==> src/sv/ibac_pkg.sv <==
// Shared types, constants and helper functions for the IMU bias average and correct block.
package ibac_pkg;

    localparam int COUNT_BITS    = 24;
    localparam int SAMPLE_BITS   = 32;
    localparam int FRACTION_BITS = 16;
    localparam int CHANNELS      = 7;
    localparam int CHAN_BITS     = $clog2(CHANNELS);
    localparam int CFG_IDX_BITS  = 3;
    localparam int TOTAL_BITS    = COUNT_BITS + SAMPLE_BITS;
    localparam int ALU_BITS      = TOTAL_BITS + 2;
    localparam int STEP_BITS     = $clog2(TOTAL_BITS);

    typedef logic signed [SAMPLE_BITS-1:0] sample_t;
    typedef logic signed [TOTAL_BITS-1:0]  total_t;
    typedef logic signed [ALU_BITS-1:0]    alu_t;
    typedef logic [COUNT_BITS-1:0]         count_t;
    typedef logic [CHAN_BITS-1:0]          chan_t;

    localparam count_t  COUNT_MAX  = {COUNT_BITS{1'b1}};
    localparam sample_t SAMPLE_MAX = {1'b0, {(SAMPLE_BITS-1){1'b1}}};
    localparam sample_t SAMPLE_MIN = {1'b1, {(SAMPLE_BITS-1){1'b0}}};

    // Gravity (9.8) and unity (1.0) in the fixed-point sample format.
    localparam int GRAVITY_FIX = ((98 * (1 << FRACTION_BITS)) + 5) / 10;
    localparam int ONE_FIX     = 1 << FRACTION_BITS;

    localparam sample_t TARGET_RESET [CHANNELS] = '{
        sample_t'(0), sample_t'(0), sample_t'(GRAVITY_FIX),
        sample_t'(0), sample_t'(0), sample_t'(0), sample_t'(ONE_FIX)
    };

    typedef enum logic {
        ALU_ADD,
        ALU_SUB
    } alu_op_t;

    typedef struct packed {
        logic busy;
        logic done;
    } div_stat_t;

    function automatic alu_t sext_sample(sample_t v);
        return {{(ALU_BITS-SAMPLE_BITS){v[SAMPLE_BITS-1]}}, v};
    endfunction

    function automatic alu_t sext_total(total_t v);
        return {{(ALU_BITS-TOTAL_BITS){v[TOTAL_BITS-1]}}, v};
    endfunction

endpackage

==> src/sv/ibac_alu.sv <==
// Shared add/subtract unit with saturation to the sample width.
module ibac_alu (
    input  ibac_pkg::alu_op_t op,
    input  ibac_pkg::alu_t    a,
    input  ibac_pkg::alu_t    b,
    output ibac_pkg::alu_t    sum,
    output ibac_pkg::sample_t sat
);

    logic in_range;

    always_comb
    begin
        if (op == ibac_pkg::ALU_SUB)
        begin
            sum = a - b;
        end
        else
        begin
            sum = a + b;
        end
    end

    // The result fits when every bit from the sample sign bit upward agrees.
    assign in_range = (&sum[ibac_pkg::ALU_BITS-1:ibac_pkg::SAMPLE_BITS-1])
                    | ~(|sum[ibac_pkg::ALU_BITS-1:ibac_pkg::SAMPLE_BITS-1]);

    always_comb
    begin
        if (in_range)
        begin
            sat = sum[ibac_pkg::SAMPLE_BITS-1:0];
        end
        else if (sum[ibac_pkg::ALU_BITS-1])
        begin
            sat = ibac_pkg::SAMPLE_MIN;
        end
        else
        begin
            sat = ibac_pkg::SAMPLE_MAX;
        end
    end

endmodule

==> src/sv/ibac_divider.sv <==
// Radix-2 restoring divider: signed total by unsigned count, truncated toward zero.
module ibac_divider (
    input  logic                clk,
    input  logic                rst_n,
    input  logic                start,
    input  ibac_pkg::total_t    dividend,
    input  ibac_pkg::count_t    divisor,
    output ibac_pkg::total_t    quotient,
    output ibac_pkg::div_stat_t stat
);

    localparam int TB = ibac_pkg::TOTAL_BITS;
    localparam int CB = ibac_pkg::COUNT_BITS;

    logic                           busy_reg, busy_next;
    logic                           done_reg, done_next;
    logic                           neg_reg, neg_next;
    logic [ibac_pkg::STEP_BITS-1:0] step_reg, step_next;
    logic [CB-1:0]                  rem_reg, rem_next;
    logic [CB-1:0]                  dvs_reg, dvs_next;
    logic [TB-1:0]                  quo_reg, quo_next;
    logic [CB:0]                    trial;
    logic                           fits;

    // Dividend bits shift out of the top of quo_reg while quotient bits enter below.
    assign trial = {rem_reg, quo_reg[TB-1]};
    assign fits  = trial >= {1'b0, dvs_reg};

    always_comb
    begin
        busy_next = busy_reg;
        done_next = 1'b0;
        neg_next  = neg_reg;
        step_next = step_reg;
        rem_next  = rem_reg;
        dvs_next  = dvs_reg;
        quo_next  = quo_reg;
        if (start)
        begin
            busy_next = 1'b1;
            neg_next  = dividend[TB-1];
            step_next = '0;
            rem_next  = '0;
            dvs_next  = divisor;
            quo_next  = dividend[TB-1] ? -dividend : dividend;
        end
        else if (busy_reg)
        begin
            rem_next  = fits ? CB'(trial - {1'b0, dvs_reg}) : trial[CB-1:0];
            quo_next  = {quo_reg[TB-2:0], fits};
            step_next = step_reg + 1'b1;
            if (step_reg == ibac_pkg::STEP_BITS'(TB - 1))
            begin
                busy_next = 1'b0;
                done_next = 1'b1;
            end
        end
    end

    always_ff @(posedge clk or negedge rst_n)
    begin
        if (!rst_n)
        begin
            busy_reg <= 1'b0;
            done_reg <= 1'b0;
            neg_reg  <= 1'b0;
            step_reg <= '0;
            rem_reg  <= '0;
            dvs_reg  <= '0;
            quo_reg  <= '0;
        end
        else
        begin
            busy_reg <= busy_next;
            done_reg <= done_next;
            neg_reg  <= neg_next;
            step_reg <= step_next;
            rem_reg  <= rem_next;
            dvs_reg  <= dvs_next;
            quo_reg  <= quo_next;
        end
    end

    assign quotient  = neg_reg ? -quo_reg : quo_reg;
    assign stat.busy = busy_reg;
    assign stat.done = done_reg;

endmodule

==> src/sv/imu_bias_average_and_correct_core.sv <==
// Top level: sequencer, channel state and output register of the IMU bias average and correct block.
//
//  Channel   Handshake           Payload
//  --------  ------------------  ------------------------------------------------
//  input     in_valid/in_ready   action, accel_x/y/z, quat_x/y/z/w
//  output    out_valid/out_ready fixed_accel_x/y/z, fixed_quat_x/y/z/w
//  config    cfg_we              cfg_index (0..6), cfg_data (target per channel)
//
// After a correct request is accepted, one shared adder visits the seven channels in
// turn, then the result moves to the output register once that register is free.
// For a calibrate request, per channel, the adder adds the sample into the total, the
// one-bit-per-cycle divider forms the mean, and the adder forms the bias. A calibrate
// request with the count already full is accepted and dropped while the block stays idle.
// Reset sets count, totals and biases to zero and targets to their defaults at once.
// A result waiting on out_ready does not stop the next request from being accepted.
module imu_bias_average_and_correct_core (
    input  logic                            clk,
    input  logic                            rst_n,
    input  logic                            in_valid,
    output logic                            in_ready,
    input  logic                            action,
    input  ibac_pkg::sample_t               accel_x,
    input  ibac_pkg::sample_t               accel_y,
    input  ibac_pkg::sample_t               accel_z,
    input  ibac_pkg::sample_t               quat_x,
    input  ibac_pkg::sample_t               quat_y,
    input  ibac_pkg::sample_t               quat_z,
    input  ibac_pkg::sample_t               quat_w,
    output logic                            out_valid,
    input  logic                            out_ready,
    output ibac_pkg::sample_t               fixed_accel_x,
    output ibac_pkg::sample_t               fixed_accel_y,
    output ibac_pkg::sample_t               fixed_accel_z,
    output ibac_pkg::sample_t               fixed_quat_x,
    output ibac_pkg::sample_t               fixed_quat_y,
    output ibac_pkg::sample_t               fixed_quat_z,
    output ibac_pkg::sample_t               fixed_quat_w,
    input  logic                            cfg_we,
    input  logic [ibac_pkg::CFG_IDX_BITS-1:0] cfg_index,
    input  ibac_pkg::sample_t               cfg_data
);

    localparam int CH = ibac_pkg::CHANNELS;

    // IDLE waits for a request; ACC, DIV and BIAS loop over the channels of a
    // calibrate request; CORR loops over the channels of a correct request;
    // DONE hands the finished result to the output register.
    typedef enum logic [2:0] {
        ST_IDLE,
        ST_ACC,
        ST_DIV,
        ST_BIAS,
        ST_CORR,
        ST_DONE
    } state_t;

    state_t              state_reg, state_next;
    ibac_pkg::chan_t     ch_reg, ch_next;
    ibac_pkg::count_t    count_reg, count_next;
    logic                out_valid_reg, out_valid_next;
    ibac_pkg::sample_t   target_reg [CH];
    ibac_pkg::sample_t   target_next [CH];
    ibac_pkg::total_t    total_reg [CH];
    ibac_pkg::total_t    total_next [CH];
    ibac_pkg::sample_t   bias_reg [CH];
    ibac_pkg::sample_t   bias_next [CH];
    ibac_pkg::sample_t   samp_reg [CH];
    ibac_pkg::sample_t   samp_next [CH];
    ibac_pkg::sample_t   res_reg [CH];
    ibac_pkg::sample_t   res_next [CH];
    ibac_pkg::sample_t   out_reg [CH];
    ibac_pkg::sample_t   out_next [CH];

    ibac_pkg::alu_op_t   alu_op;
    ibac_pkg::alu_t      alu_a;
    ibac_pkg::alu_t      alu_b;
    ibac_pkg::alu_t      alu_sum;
    ibac_pkg::sample_t   alu_sat;
    logic                div_start;
    ibac_pkg::total_t    div_quot;
    ibac_pkg::div_stat_t div_stat;
    logic                in_acc;
    logic                out_free;
    logic                last_ch;

    assign in_ready = (state_reg == ST_IDLE);
    assign in_acc   = in_valid && in_ready;
    assign out_free = !out_valid_reg || out_ready;
    assign last_ch  = (ch_reg == ibac_pkg::chan_t'(CH - 1));

    // One adder serves every step: total plus sample while accumulating,
    // target minus mean while forming a bias, sample plus bias while correcting.
    always_comb
    begin
        unique case (state_reg)
            ST_ACC:
            begin
                alu_op = ibac_pkg::ALU_ADD;
                alu_a  = ibac_pkg::sext_total(total_reg[ch_reg]);
                alu_b  = ibac_pkg::sext_sample(samp_reg[ch_reg]);
            end
            ST_BIAS:
            begin
                alu_op = ibac_pkg::ALU_SUB;
                alu_a  = ibac_pkg::sext_sample(target_reg[ch_reg]);
                alu_b  = ibac_pkg::sext_total(div_quot);
            end
            default:
            begin
                alu_op = ibac_pkg::ALU_ADD;
                alu_a  = ibac_pkg::sext_sample(samp_reg[ch_reg]);
                alu_b  = ibac_pkg::sext_sample(bias_reg[ch_reg]);
            end
        endcase
    end

    ibac_alu u_alu (
        .op  (alu_op),
        .a   (alu_a),
        .b   (alu_b),
        .sum (alu_sum),
        .sat (alu_sat)
    );

    // The new total goes straight into the divider as it is written back.
    assign div_start = (state_reg == ST_ACC);

    ibac_divider u_div (
        .clk      (clk),
        .rst_n    (rst_n),
        .start    (div_start),
        .dividend (alu_sum[ibac_pkg::TOTAL_BITS-1:0]),
        .divisor  (count_reg),
        .quotient (div_quot),
        .stat     (div_stat)
    );

    always_comb
    begin
        state_next     = state_reg;
        ch_next        = ch_reg;
        count_next     = count_reg;
        out_valid_next = out_valid_reg;
        target_next    = target_reg;
        total_next     = total_reg;
        bias_next      = bias_reg;
        samp_next      = samp_reg;
        res_next       = res_reg;
        out_next       = out_reg;

        // The user must change targets only while the block is idle; the block does not enforce it.
        if (cfg_we && (cfg_index < ibac_pkg::CFG_IDX_BITS'(CH)))
        begin
            target_next[cfg_index[ibac_pkg::CHAN_BITS-1:0]] = cfg_data;
        end

        if (out_valid_reg && out_ready)
        begin
            out_valid_next = 1'b0;
        end

        unique case (state_reg)
            ST_IDLE:
            begin
                if (in_acc)
                begin
                    samp_next[0] = accel_x;
                    samp_next[1] = accel_y;
                    samp_next[2] = accel_z;
                    samp_next[3] = quat_x;
                    samp_next[4] = quat_y;
                    samp_next[5] = quat_z;
                    samp_next[6] = quat_w;
                    ch_next      = '0;
                    if (action)
                    begin
                        state_next = ST_CORR;
                    end
                    else if (count_reg != ibac_pkg::COUNT_MAX)
                    begin
                        // A full count drops the calibrate request untouched.
                        count_next = count_reg + 1'b1;
                        state_next = ST_ACC;
                    end
                end
            end
            ST_ACC:
            begin
                total_next[ch_reg] = alu_sum[ibac_pkg::TOTAL_BITS-1:0];
                state_next         = ST_DIV;
            end
            ST_DIV:
            begin
                if (div_stat.done)
                begin
                    state_next = ST_BIAS;
                end
            end
            ST_BIAS:
            begin
                bias_next[ch_reg] = alu_sat;
                if (last_ch)
                begin
                    state_next = ST_IDLE;
                end
                else
                begin
                    ch_next    = ch_reg + 1'b1;
                    state_next = ST_ACC;
                end
            end
            ST_CORR:
            begin
                res_next[ch_reg] = alu_sat;
                if (last_ch)
                begin
                    state_next = ST_DONE;
                end
                else
                begin
                    ch_next = ch_reg + 1'b1;
                end
            end
            ST_DONE:
            begin
                if (out_free)
                begin
                    out_next       = res_reg;
                    out_valid_next = 1'b1;
                    state_next     = ST_IDLE;
                end
            end
            default:
            begin
                state_next = ST_IDLE;
            end
        endcase
    end

    always_ff @(posedge clk or negedge rst_n)
    begin
        if (!rst_n)
        begin
            state_reg     <= ST_IDLE;
            ch_reg        <= '0;
            count_reg     <= '0;
            out_valid_reg <= 1'b0;
            target_reg    <= ibac_pkg::TARGET_RESET;
            for (int i = 0; i < CH; i++)
            begin
                total_reg[i] <= '0;
                bias_reg[i]  <= '0;
                samp_reg[i]  <= '0;
                res_reg[i]   <= '0;
                out_reg[i]   <= '0;
            end
        end
        else
        begin
            state_reg     <= state_next;
            ch_reg        <= ch_next;
            count_reg     <= count_next;
            out_valid_reg <= out_valid_next;
            target_reg    <= target_next;
            total_reg     <= total_next;
            bias_reg      <= bias_next;
            samp_reg      <= samp_next;
            res_reg       <= res_next;
            out_reg       <= out_next;
        end
    end

    assign out_valid     = out_valid_reg;
    assign fixed_accel_x = out_reg[0];
    assign fixed_accel_y = out_reg[1];
    assign fixed_accel_z = out_reg[2];
    assign fixed_quat_x  = out_reg[3];
    assign fixed_quat_y  = out_reg[4];
    assign fixed_quat_z  = out_reg[5];
    assign fixed_quat_w  = out_reg[6];

    // The sample count only ever steps up by one.
    a_count_step: assert property (@(posedge clk) disable iff (!rst_n)
        (count_reg != $past(count_reg)) |-> (count_reg == $past(count_reg) + 1'b1))
        else $error("sample count moved by other than one");

    // A bias is formed only right after the divider has finished.
    a_bias_after_div: assert property (@(posedge clk) disable iff (!rst_n)
        (state_reg == ST_BIAS) |-> $past(div_stat.done))
        else $error("bias formed without a finished division");

    // A new result appears only from the hand-off state of a correct request.
    a_out_from_done: assert property (@(posedge clk) disable iff (!rst_n)
        $rose(out_valid_reg) |-> ($past(state_reg) == ST_DONE))
        else $error("result raised outside the hand-off state");

    // The divider is never restarted while it is still working.
    a_div_no_overlap: assert property (@(posedge clk) disable iff (!rst_n)
        div_start |-> !div_stat.busy)
        else $error("divider started while busy");

endmodule

==> config.mk <==
export PLATFORM = sky130hd
export DESIGN_NAME = imu_bias_average_and_correct_core
export DESIGN_NICKNAME = d
export VERILOG_FILES = /design/src/sv/ibac_pkg.sv /design/src/sv/ibac_alu.sv /design/src/sv/ibac_divider.sv /design/src/sv/imu_bias_average_and_correct_core.sv
export SDC_FILE = /design/constraint.sdc
export NUM_CORES = 2
export LEC_CHECK = 0
export CAP_MARGIN = 20
export CORE_ASPECT_RATIO = 1.2
export CORE_MARGIN = 1
export CORE_UTILIZATION = 23
export CTS_BUF_LIST = sky130_fd_sc_hd__clkbuf_8
export DETAILED_ROUTE_END_ITERATION = 7
export DONT_BUFFER_PORTS = 1
export SLEW_MARGIN = 15
export SYNTH_ARGS = -nofsm -noshare
export SYNTH_HDL_FRONTEND = slang
export SYNTH_SLANG_ARGS = --single-unit
==> constraint.sdc <==
create_clock -name clk -period 22.7 [get_ports clk]
set_clock_uncertainty 0.1 [all_clocks]
set_input_delay 4.54 -clock clk [delete_from_list [all_inputs] [get_ports clk]]
set_output_delay 4.54 -clock clk [all_outputs]
set_load 0.005 [all_outputs]
==> After elaboration in Yosys (flattened, before gate mapping) <==
Index checks and enable logic that the tools add are counted.
{ "word_totals": {"register_bits": 1656, "inputBits": 265, "output_inout_bits": 226} }
{ "op_classes": {"addsub": 8, "magnitude_cmp": 6, "eq_ne": 14, "n_mux": 57, "bitwise": 5, "n_reduce_logical": 18} }
{ "ops": {"columns": ["cell", "count"], "rows": [
  ["224-bit bitwise mux", 3],
  ["392-bit bitwise mux", 1],
  ["56-bit two-way mux", 7],
  ["32-bit two-way mux", 10],
  ["32-bit binary-select mux with 3-bit select", 3],
  ["58-bit case mux with 2 select lines", 2],
  ["32-bit demux with 3-bit select", 2],
  ["56-bit binary-select mux with 3-bit select", 1],
  ["56-bit demux with 3-bit select", 1],
  ["56-bit negator", 2],
  ["24-bit two-way mux", 3],
  ["58-bit adder", 1],
  ["58-bit two-way mux", 1],
  ["58-bit subtractor", 1],
  ["27-bit AND reduction", 1],
  ["27-bit OR reduction", 1],
  ["25-bit by 24-bit >= comparator with 1-bit output", 1],
  ["24-bit by 1-bit adder with 24-bit output, second input constant", 1],
  ["3-bit two-way mux", 8],
  ["24-bit != test, second input constant", 1],
  ["24-bit subtractor", 1],
  ["3-bit case mux with 6 select lines", 1],
  ["6-bit two-way mux", 2],
  ["1-bit two-way mux", 11],
  ["other kinds (26)", 42]
]} }

==> Logic depth before layout (Yosys ltp) <==
{ "logic_depth": {"depth_word": 12, "ltp_mapped": 35, "ltp_nobuf": 27} }

==> Modules after synthesis <==
Synthesis repeated with hierarchy kept, for this count alone.
{ "unflattened": {"hier_cells": 7043, "area_unflattened_um2": 81608.3} }
{ "modules_own_cells": {"columns": ["module", "instances", "cells_per_inst", "area_per_inst_um2"], "rows": [
  ["imu_bias_average_and_correct_core", 1, 5128, 67230.7],
  ["ibac_divider", 1, 1034, 8700.8],
  ["ibac_alu", 1, 881, 5676.7]
]} }

==> Worst setup path after synthesis <==
OpenSTA, ideal clock, no wires.
{ "synth_timing": {"path_kind": "register to register", "from": "register ch_reg[1]", "to": "register res_reg[203] (netlist bit)", "setup_ns": 0.137, "t_arrival_ns": 7.642, "required_ns": 22.463, "path_slack_ns": 14.821, "path_stages_with_launch": 28, "synth_period_minus_slack_ns": 7.879, "path_cell_list": "dfrtp_1 buf_2 buf_2 buf_2 buf_2 buf_2 buf_1 clkbuf_1 buf_1 buf_1 mux2i_1 o221ai_1 o211ai_1 o21ai_0 ha_1 a2111oi_0 a21o_1 o22ai_1 a21oi_1 o21ai_0 xnor2_1 nand3_1 or4b_1 o41a_2 buf_4 nor2_1 clkbuf_1 a21oi_1"} }
{ "synth_between": {"elab_chain_len": 12} }
{ "synth_rtl": {"columns": ["item", "line", "text"], "rows": [
  ["from (decl)", "imu_bias_average_and_correct_core.sv:58", "ibac_pkg::chan_t ch_reg, ch_next;"],
  ["from (signal assigned)", "imu_bias_average_and_correct_core.sv:261", "ch_reg <= ch_next;"],
  ["3-bit NOT with 4-bit output (not written as such) (*)", null, null],
  ["32-bit binary-select mux with 3-bit select, or another cell as far along", "imu_bias_average_and_correct_core.sv:100, imu_bias_average_and_correct_core.sv:111", null],
  ["32-bit two-way mux (not written as such), or another cell as far along (2 in a row)", "imu_bias_average_and_correct_core.sv:100, imu_bias_average_and_correct_core.sv:111", null],
  ["58-bit case mux with 2 select lines", "imu_bias_average_and_correct_core.sv:95", "unique case (state_reg)"],
  ["58-bit adder or 58-bit subtractor (tied branches)", "ibac_alu.sv:20, ibac_alu.sv:16", null],
  ["58-bit two-way mux", "ibac_alu.sv:14", "if (op == ibac_pkg::ALU_SUB)"],
  ["27-bit OR reduction", "ibac_alu.sv:26", "| ~(|sum[ibac_pkg::ALU_BITS-1:ibac_pkg::SAMPLE_BITS-1]);"],
  ["1-bit NOT", "ibac_alu.sv:26", null],
  ["1-bit OR", "ibac_alu.sv:26", null],
  ["32-bit two-way mux", "ibac_alu.sv:30", "if (in_range)"],
  ["224-bit bitwise mux (*)", "imu_bias_average_and_correct_core.sv:214", "res_next[ch_reg] = alu_sat;"],
  ["to (signal assigned)", "imu_bias_average_and_correct_core.sv:268", "res_reg <= res_next;"],
  ["to (decl)", "imu_bias_average_and_correct_core.sv:69", "ibac_pkg::sample_t res_reg [CH];"]
]} }
Mark *: on every way between the ends. The rest lies on a longest branch, timed or not. The select of a mux whose other input is x is not followed.
A chain may end at the register's enable or synchronous reset.

==> Worst setup path in the final report <==
{ "layout_timing": {"from": "register ch_reg[1]", "to": "register bias_reg[27] (netlist bit)"} }
{ "layout_between": {"elab_chain_len": 12} }
{ "layout_rtl": {"columns": ["item", "line", "text"], "rows": [
  ["3-bit NOT with 4-bit output (not written as such) (*)", null, null],
  ["32-bit binary-select mux with 3-bit select, or another cell as far along", "imu_bias_average_and_correct_core.sv:100, imu_bias_average_and_correct_core.sv:111", null],
  ["32-bit two-way mux (not written as such), or another cell as far along (2 in a row)", "imu_bias_average_and_correct_core.sv:100, imu_bias_average_and_correct_core.sv:111", null],
  ["58-bit case mux with 2 select lines", "imu_bias_average_and_correct_core.sv:95", null],
  ["58-bit adder or 58-bit subtractor (tied branches)", "ibac_alu.sv:20, ibac_alu.sv:16", null],
  ["58-bit two-way mux", "ibac_alu.sv:14", null],
  ["27-bit OR reduction", "ibac_alu.sv:26", null],
  ["1-bit NOT", "ibac_alu.sv:26", null],
  ["1-bit OR", "ibac_alu.sv:26", null],
  ["32-bit two-way mux", "ibac_alu.sv:30", null],
  ["224-bit bitwise mux (*)", "imu_bias_average_and_correct_core.sv:201", "bias_next[ch_reg] = alu_sat;"],
  ["to (signal assigned)", "imu_bias_average_and_correct_core.sv:266", "bias_reg <= bias_next;"],
  ["to (decl)", "imu_bias_average_and_correct_core.sv:65", "ibac_pkg::sample_t bias_reg [CH];"]
]} }
Marked as above.

==> metrics <==
Final Slew Violations 0; Port Buf Inserts 0; area grow syn2layout 13.5%; Initial DRT Pass Iterations 5; period utilisation layout 52.3%; post-synth top area share 51.9%; GPL Wtd Cong 0.998; slowest CP cell o211ai_1; Critical Path AT 12.61 ns; I/O Pins 491; Hold Crit Depth 1; Slew headroom 14.0%; area leader, netlist dfrtp_1; clk_lat worst skew 1.04 ns; final setup margin 10.83 ns; Max stage delay on crit path 0.84 ns; Starting Density 23.2%; GRT Overall Usage 16.8%; Crit Path Category flip-flop to flip-flop; Post-synth ARST share 100%; mapped cell area 79300 µm²; DP HPWL 204000 µm; synthesis warning total 0; CTS tree done; clk sink count 1656; Total Wirelength 298000 µm; Setup Viol. Count Final 0; post-route cell area 90000 µm²; Die H 645 µm; Synth area leaders dfrtp_1 52%, mux2_2 11%, o21ai_0 4.6%, a21oi_1 4.5%, nand2_1 3.5%; Setup Buffers After CTS 0; largest net degree at the start of global routing 176; Main synth FF type dfrtp_1; initial antenna violation count 35; min Tclk post-route 11.87 ns; Max-Cap Viols 0; final net count 7778; flip-flop and latch area 41500 µm²; area of the die 347000 µm²; Initial DRC Count 5383; Final Hold Vio Count 0; fill count 36.4k; first-pass GRT wire length 433000 µm; Max clock buf depth 4; placed cell areas 84800 µm²; area of the multi-input gates 35700 µm²; # rows 235; Final TNS setup 0 ns; CP required 23.44 ns; Num CTS Buffers 244; Syn Inst Count 7569; die width 538 µm; Clock transition at path regs 0.08 ns; Critical Path Fanout Max 35; post-CTS resize count 0; origin of the worst setup path ch_reg[1]; share of layout cells above drive strength 1 20.3%; Worst Tran Pin Value 1.28 ns; Root Driver clkbuf_8; syn avg cell area 10.5 µm²; GR Overflow Total 0; CTS Hold Bufs 0; Synth Register Bits 1656; drc violations 0; Setup Slack @ Placement 11.05 ns; WL/cell 24.6 µm; crit start category flip-flop; register area share after synthesis 52.3%; vias 60.7k; Hold Path Class flip-flop to flip-flop; synthesized net count 7924; Netlist cell types 97; vias per cell 5.00; number of synthesized flops with an enable pin 0; outcome completed; RSZ-0062 raised after global routing no; cell repeated most along the worst path buf_4; crit path capture type flip-flop; vias in the first global route 59.9k; Placeable Area 342000 µm²; DRT antenna net count 0; worst r2r src ch_reg[1]; R2R cell count 30; HP Start res_reg[193]; max FFs per register 392; # H-tree levels 4; Peak Freq 84.3 MHz
worst max-delay path: cells and delay by family (launching register included):
family,cells,cell delay [ns]
compound gates,11,3.41
fa+ha+maj,1,0.36
buf+inv,6,2.75
flops,1,0.63
mux,3,0.78
simple gates,9,3.46
placed cells by master (no fill, tap or decap), types with 40 or more instances in the layout:
| master | count |
|---|---|
| dfrtp_1 | 1638 |
| mux2_2 | 771 |
| o21ai_0 | 731 |
| nand2_1 | 723 |
| a21oi_1 | 706 |
| nor2_1 | 620 |
| clkbuf_8 | 314 |
| mux2i_1 | 230 |
| buf_4 | 195 |
| inv_1 | 163 |
| xnor2_1 | 117 |
| a221oi_1 | 108 |
| ha_1 | 88 |
| xor2_1 | 74 |
| a22oi_1 | 71 |
| a211oi_1 | 62 |
| nand3_1 | 58 |
| nor3_1 | 53 |
| nand4_1 | 45 |
| a221o_1 | 40 |
| and3_1 | 40 |
cells in the mapped netlist (34+ instances only):
cell / number
clkbuf_1: 459
nor2_1: 656
inv_1: 87
a22oi_1: 71
mux2_2: 771
buf_1: 47
nand3_1: 58
dfrtp_1: 1644
a31oi_1: 37
a211oi_1: 63
nand2_1: 731
ha_1: 88
o21ai_0: 734
mux4_2: 34
buf_2: 63
a21oi_1: 706
nor3_1: 60
a221o_1: 40
nor2b_1: 35
nand4_1: 45
a221oi_1: 108
and3_1: 40
mux2i_1: 230
o21bai_1: 39
xor2_1: 78
xnor2_1: 126
through the flow:
step	hold WS [ns]	utilization, %	std cells
after floorplan	0.344	-	7569
after global placement	0.356	24.8	11700
after detailed placement	0.365	24.8	11700
after CTS	0.356	26.3	12100
after global routing	0.395	26.3	12100
final	0.350	26.3	12100
per-layer routing:
metal | global-route usage, % | vias up | wire [µm]
li1 | - | 26700 | -
met1 | 20.1 | 30900 | 115000
met2 | 27.1 | 2394 | 139000
met3 | 4.28 | 703 | 24700
met4 | 9.92 | 42 | 19400
met5 | 0 | - | 280
layout make-up:
class	count	share of cell area (%)
clock buffers	314	4.80
flip-flops and latches	1656	46.1
clock inverters	127	0.895
well taps	4503	6.26
repair buffers	203	1.82
inverters	90	0.381
diodes	14	0.0389
multi-input cells	5228	39.7
worst paths after layout:
| path | end | slack (ns) |
|---|---|---|
| max | bias_reg[27] | 10.83 |
| min | fixed_accel_x[1] | 0.35 |
| max reg2reg | bias_reg[27] | 10.83 |
| min reg2reg | fixed_accel_x[1] | 0.35 |
| max in group asynchronous | fixed_accel_y[29] | 15.21 |
| min in group asynchronous | samp_reg[174] | 3.35 |
logic make-up (layout without fill, tap and decap cells):
family                     Yosys count  count (layout)  synth area share, %
AOI/OAI and AO/OA                 2092            2092                 15.7
xor gates and xnor gates           205             205                 2.28
adders and majority gates           90              90                 1.44
buffers and inverters              685             734                 3.51
DFF                               1656            1656                 52.3
muxes                             1036            1036                 14.8
other                                0              14                    0
and+or+nand+nor                   1805            1805                 9.93
Power is left out: the tool's default activity adds up to more than one toggle a clock period on the data nets, which glitch-free logic cannot reach.
